**config.mk**
```make
export PLATFORM = sky130hd
export DESIGN_NAME = rrse_geom
export DESIGN_NICKNAME = d
export VERILOG_FILES = /design/src/rtl/core/rrse_pkg.sv /design/src/rtl/core/rrse_geom.sv
export SDC_FILE = /design/constraint.sdc
export NUM_CORES = 1
export LEC_CHECK = 0
export ABC_AREA = 1
export BUFFER_PORTS_ARGS = -buffer_cell sky130_fd_sc_hd__buf_2
export CAP_MARGIN = 20
export CORE_MARGIN = 2
export CORE_UTILIZATION = 55
export DETAILED_ROUTE_END_ITERATION = 6
export PLACE_DENSITY = 0.84
export SETUP_SLACK_MARGIN = 0.1
export SLEW_MARGIN = 0
export SYNTH_ARGS = -nofsm -noshare
export SYNTH_HDL_FRONTEND = slang
export SYNTH_SLANG_ARGS = --single-unit
```
**constraint.sdc**
```tcl
create_clock -name vclk -period 4.8
set_clock_uncertainty 0.15 [all_clocks]
set_input_delay 0.24 -clock vclk [all_inputs]
set_output_delay 0.24 -clock vclk [all_outputs]
set_load 0.02 [all_outputs]
```
**src/rtl/core/rrse_pkg.sv**
```systemverilog
// Shared types and constants for the rectangle region set engine.
// No dependencies; every other file of the block imports this package.
`default_nettype none

package rrse_pkg;

    localparam int MAX_REGIONS_DEF = 64;
    localparam int COORD_BITS_DEF  = 16;

    localparam logic [2:0] OP_REPLACE  = 3'd0;
    localparam logic [2:0] OP_ADD      = 3'd1;
    localparam logic [2:0] OP_SUBTRACT = 3'd2;
    localparam logic [2:0] OP_INTERSECT = 3'd3;
    localparam logic [2:0] OP_CONTAINS = 3'd4;
    localparam logic [2:0] OP_BOUNDS   = 3'd5;
    localparam logic [2:0] OP_CLEAR    = 3'd6;
    localparam logic [2:0] OP_MOVE     = 3'd7;

    typedef struct packed {
        logic [2:0]         op;
        logic signed [15:0] pos_x;
        logic signed [15:0] pos_y;
        logic [14:0]        size_w;
        logic [14:0]        size_h;
    } t_in_item;

    typedef struct packed {
        logic               hit;
        logic signed [15:0] bound_left;
        logic signed [15:0] bound_top;
        logic [15:0]        bound_width;
        logic [15:0]        bound_height;
        logic [6:0]         region_count;
        logic               overflow;
    } t_out_item;

    typedef struct packed {
        logic wr_en;
        logic wr_bank;
        logic rd_en;
        logic rd_bank;
    } t_store_ctl;

endpackage

`default_nettype wire

```
**src/rtl/core/rrse_geom.sv**
```systemverilog
// Shared geometry unit: edges, overlap window and point test for one region.
// Imports rrse_pkg; pure combinational logic.
`default_nettype none

module rrse_geom #(
    parameter int EW = 18
) (
    input  wire signed [EW-1:0] i_gx,
    input  wire signed [EW-1:0] i_gy,
    input  wire [14:0]          i_gw,
    input  wire [14:0]          i_gh,
    input  wire signed [EW-1:0] i_rx,
    input  wire signed [EW-1:0] i_ry,
    input  wire [14:0]          i_rw,
    input  wire [14:0]          i_rh,
    input  wire signed [EW-1:0] i_px,
    input  wire signed [EW-1:0] i_py,
    output logic signed [EW-1:0] o_gr,
    output logic signed [EW-1:0] o_gb,
    output logic signed [EW-1:0] o_il,
    output logic signed [EW-1:0] o_it,
    output logic signed [EW-1:0] o_ir,
    output logic signed [EW-1:0] o_ib,
    output logic                 o_ov,
    output logic                 o_inside
);
    import rrse_pkg::*;

    logic signed [EW-1:0] rr;
    logic signed [EW-1:0] rb;

    always_comb begin
        o_gr = i_gx + signed'(EW'(i_gw));
        o_gb = i_gy + signed'(EW'(i_gh));
        rr   = i_rx + signed'(EW'(i_rw));
        rb   = i_ry + signed'(EW'(i_rh));
        o_ov = !(o_gr <= i_rx || rr <= i_gx || o_gb <= i_ry || rb <= i_gy);
        o_il = (i_gx > i_rx) ? i_gx : i_rx;
        o_it = (i_gy > i_ry) ? i_gy : i_ry;
        o_ir = (o_gr < rr) ? o_gr : rr;
        o_ib = (o_gb < rb) ? o_gb : rb;
        o_inside = (i_px >= i_gx) && (i_px < o_gr) && (i_py >= i_gy) && (i_py < o_gb);
    end

endmodule

`default_nettype wire
```
==> results.sh <==
export IMPL_crit_path_end_kind="output port"
export IMPL_post_route_period_util_pct=92.77
export IMPL_powerDensity_nw_per_um2=227.9
export IMPL_min_period_ns=4.453
export IMPL_seq_cells=0
export IMPL_netlist_area_sq_um=9376
export IMPL_path_max_fanout=6
export IMPL_synth_cell_types=44
export IMPL_ys_seq_area_share_pct=0
export IMPL_route_detailed_drc=0
export IMPL_rows=47
export IMPL_post_place_ws_ns=0.02009
export IMPL_detail_route_iter0_violations=799
export IMPL_grt_pass1_wl_um=51940
export IMPL_yosys_warnings=0
export IMPL_fin_util_pct=67.92
export IMPL_synth_top_area_share_pct=34.56
export IMPL_io_pins=278
export IMPL_worst_pin_slew_ns=0.8024
export IMPL_vias=11730
export IMPL_final_nets=2277
export IMPL_crit_path_cell_trace="buf_2 > ha_1 > nand2_1 > nand3_1 > nand2_1 > o21bai_2 > nand3_1 > o2111ai_1 > inv_1 > nor2_1 > inv_1 > nor2_1 > xor2_2 > ha_1 > a21oi_1 > o22ai_1 > a41oi_1 > o2111ai_1 > nor2_1 > nand2_1 > nor2_1 > buf_2"
export IMPL_coreArea_sq_um=16640
export IMPL_synthesis_nets=1984
export IMPL_drive_gt1_share_pct=19.14
export IMPL_total_power_mw=2.576
export IMPL_antenna_found_initial=0
export IMPL_status="completed"
export IMPL_drv_cap=0
export IMPL_fp_dieW_um=134.6
export IMPL_cp_start_kind="input port"
export IMPL_hold_class="in2out"
export IMPL_hold_violations=0
export IMPL_p_leak_nw=6.935
export IMPL_critPathSlowestCell="ha_1"
export IMPL_path_common_cell="nor2_1"
export IMPL_vias_per_cell=5.685
export IMPL_avgSynthCellArea_sq_um=6.038
export IMPL_cp_required_ns=4.41
export IMPL_dp_cells=2060
export IMPL_synthTopCellsByArea="ha_1 (35%), nand2_1 (15%), inv_1 (11%)"
export IMPL_antennaDiodeCount=0
export IMPL_crit_buf_inv=4
export IMPL_die_h_um=134.6
export IMPL_port_buffers=278
export IMPL_final_cells=2064
export IMPL_critical_path_top_delay_family="simple AND/OR/NAND/NOR gates"
export IMPL_clock_fmax_ghz=0.2246
export IMPL_setup_violations=0
export IMPL_arrival_ns=4.06
export IMPL_synth_area_leader_cell="ha_1"
export IMPL_finalWirelength_um=33370
export IMPL_overflow=0
export IMPL_dp_hpwl_um=29590
export IMPL_critPathMaxStageDelay_ns=0.39
export IMPL_max_slew_margin_pct=46.12
export IMPL_worst_slack_ns=0.3472
export IMPL_die_area_sq_um=18110
export IMPL_crit_type="in2out"
export IMPL_ir_worst_vdd_mv=0.1682
export IMPL_antenna_left=0
export IMPL_rsz0062_at_grt="true"
export IMPL_start_util_pct=56.34
export IMPL_setup_tns_final_ns=0
export IMPL_detail_route_first_pass_iterations=7
export IMPL_grt_pass1_vias=10880
export IMPL_n_clock_buffer=0
export IMPL_ff_latch_area_sq_um=0
export IMPL_gp_congestion=1.035
export IMPL_synthCells=1553
export IMPL_grt_max_degree=37
export IMPL_wl_per_cell_um=16.17
export IMPL_grt_usage_pct=35.14
export IMPL_areaGrowthSynthToFinish_pct=20.55
export IMPL_slew_violations=0
## worst paths after layout
kind	startpoint	end	slack [ns]	cells after the start
setup / recovery	i_gx[2]	o_ov	0.35	22
hold / removal	i_ry[16]	o_it[16]	0.69	4
## Yosys cell counts (4+ instances only)
master / instances
o211ai_1: 8
fa_1: 4
nand3_1: 113
ha_1: 259
o2111ai_1: 8
nor3_1: 15
inv_1: 273
a21boi_0: 7
a211oi_1: 7
nand2_2: 5
nand2_4: 4
o21bai_1: 10
a21oi_1: 122
nand4_1: 30
a21o_1: 5
nor2_1: 98
o21ai_0: 92
nand2_1: 386
xor2_1: 45
xnor2_1: 11
clkbuf_1: 9
nand3_2: 4
## what timing repair did
| action | in CTS | in global routing |
|---|---|---|
| setup endpoints to repair | 2 | 38 |
| buffers inserted | 0 | 3 |
| endpoints found under the hold margin | 0 | 0 |
| gates resized for setup | 2 | 31 |
| pin swaps | 0 | 7 |
| hold buffers | 0 | 0 |
## worst min-delay path, delay by kind of cell
family / cells / cell delay, ns
compound gates: 1 / 0.06
buf+inv: 2 / 0.25
simple gates: 1 / 0.04
## layout by cell type, fill, tap and decap left out, types with 3 or more instances in the layout
master,netlist,layout
buf_2,1,277
xor2_2,0,5
nand3_1,113,110
nand4_2,3,3
ha_1,259,256
nand2_1,386,386
o211ai_1,8,8
o21ai_0,92,89
fa_1,4,3
inv_1,273,273
nand2_4,4,4
nand2_2,5,5
o2111ai_1,8,8
buf_4,0,25
nor2_1,98,97
a21oi_1,122,119
nand4_1,30,30
o21a_1,3,3
xnor2_1,11,11
nor3_1,15,14
nand3_2,4,7
o21bai_1,10,9
xor2_1,45,40
nor2_2,3,3
a21boi_0,7,6
a21o_1,5,5
a211oi_1,7,6
ha_2,0,3
a21oi_4,2,3
a21oi_2,1,3
## final cells by class
| cell class | count | area (sq um) |
|---|---|---|
| Multi-Input combinational cell | 1266 | 8387 |
| Fill cell | 1593 | 5339 |
| Inverter | 273 | 1025 |
| Tap cell | 220 | 275.3 |
| Timing Repair Buffer | 305 | 1617 |
## logic make-up after synthesis
group	Yosys count	synth area share, %
adders and majority gates	263	35.42
AOI/OAI and AO/OA	278	16.88
and+or+nand+nor	669	30.61
xor gates and xnor gates	56	5.231
buffers and inverters	287	11.86
## routing by layer
metal	vias up	GRT usage, %	share of wire [%]
li1	5778	-	-
met1	5259	43.03	39
met2	599	64.03	48
met3	97	2.853	8.9
met4	0	12.92	4.1
met5	-	0	0
## report_power, final
| group | internal (mW) | switching [mW] |
|---|---|---|
| clock network | 0 | 0 |
| registers | 0 | 0 |
| logic | 0.908 | 1.67 |
| total | 0.908 | 1.67 |
## per-stage QoR
| stage | cell area, sq um | hold WS [ns] |
|---|---|---|
| detailed placement | 11140 | 0.6836 |
| floorplan | 9376 | 0.5074 |
| finish | 11300 | 0.6852 |
| CTS | 11140 | 0.6847 |
| global placement | 11140 | 0.6740 |
| global route | 11300 | 0.7103 |
Note: power is estimated with default switching activity, not from simulation.
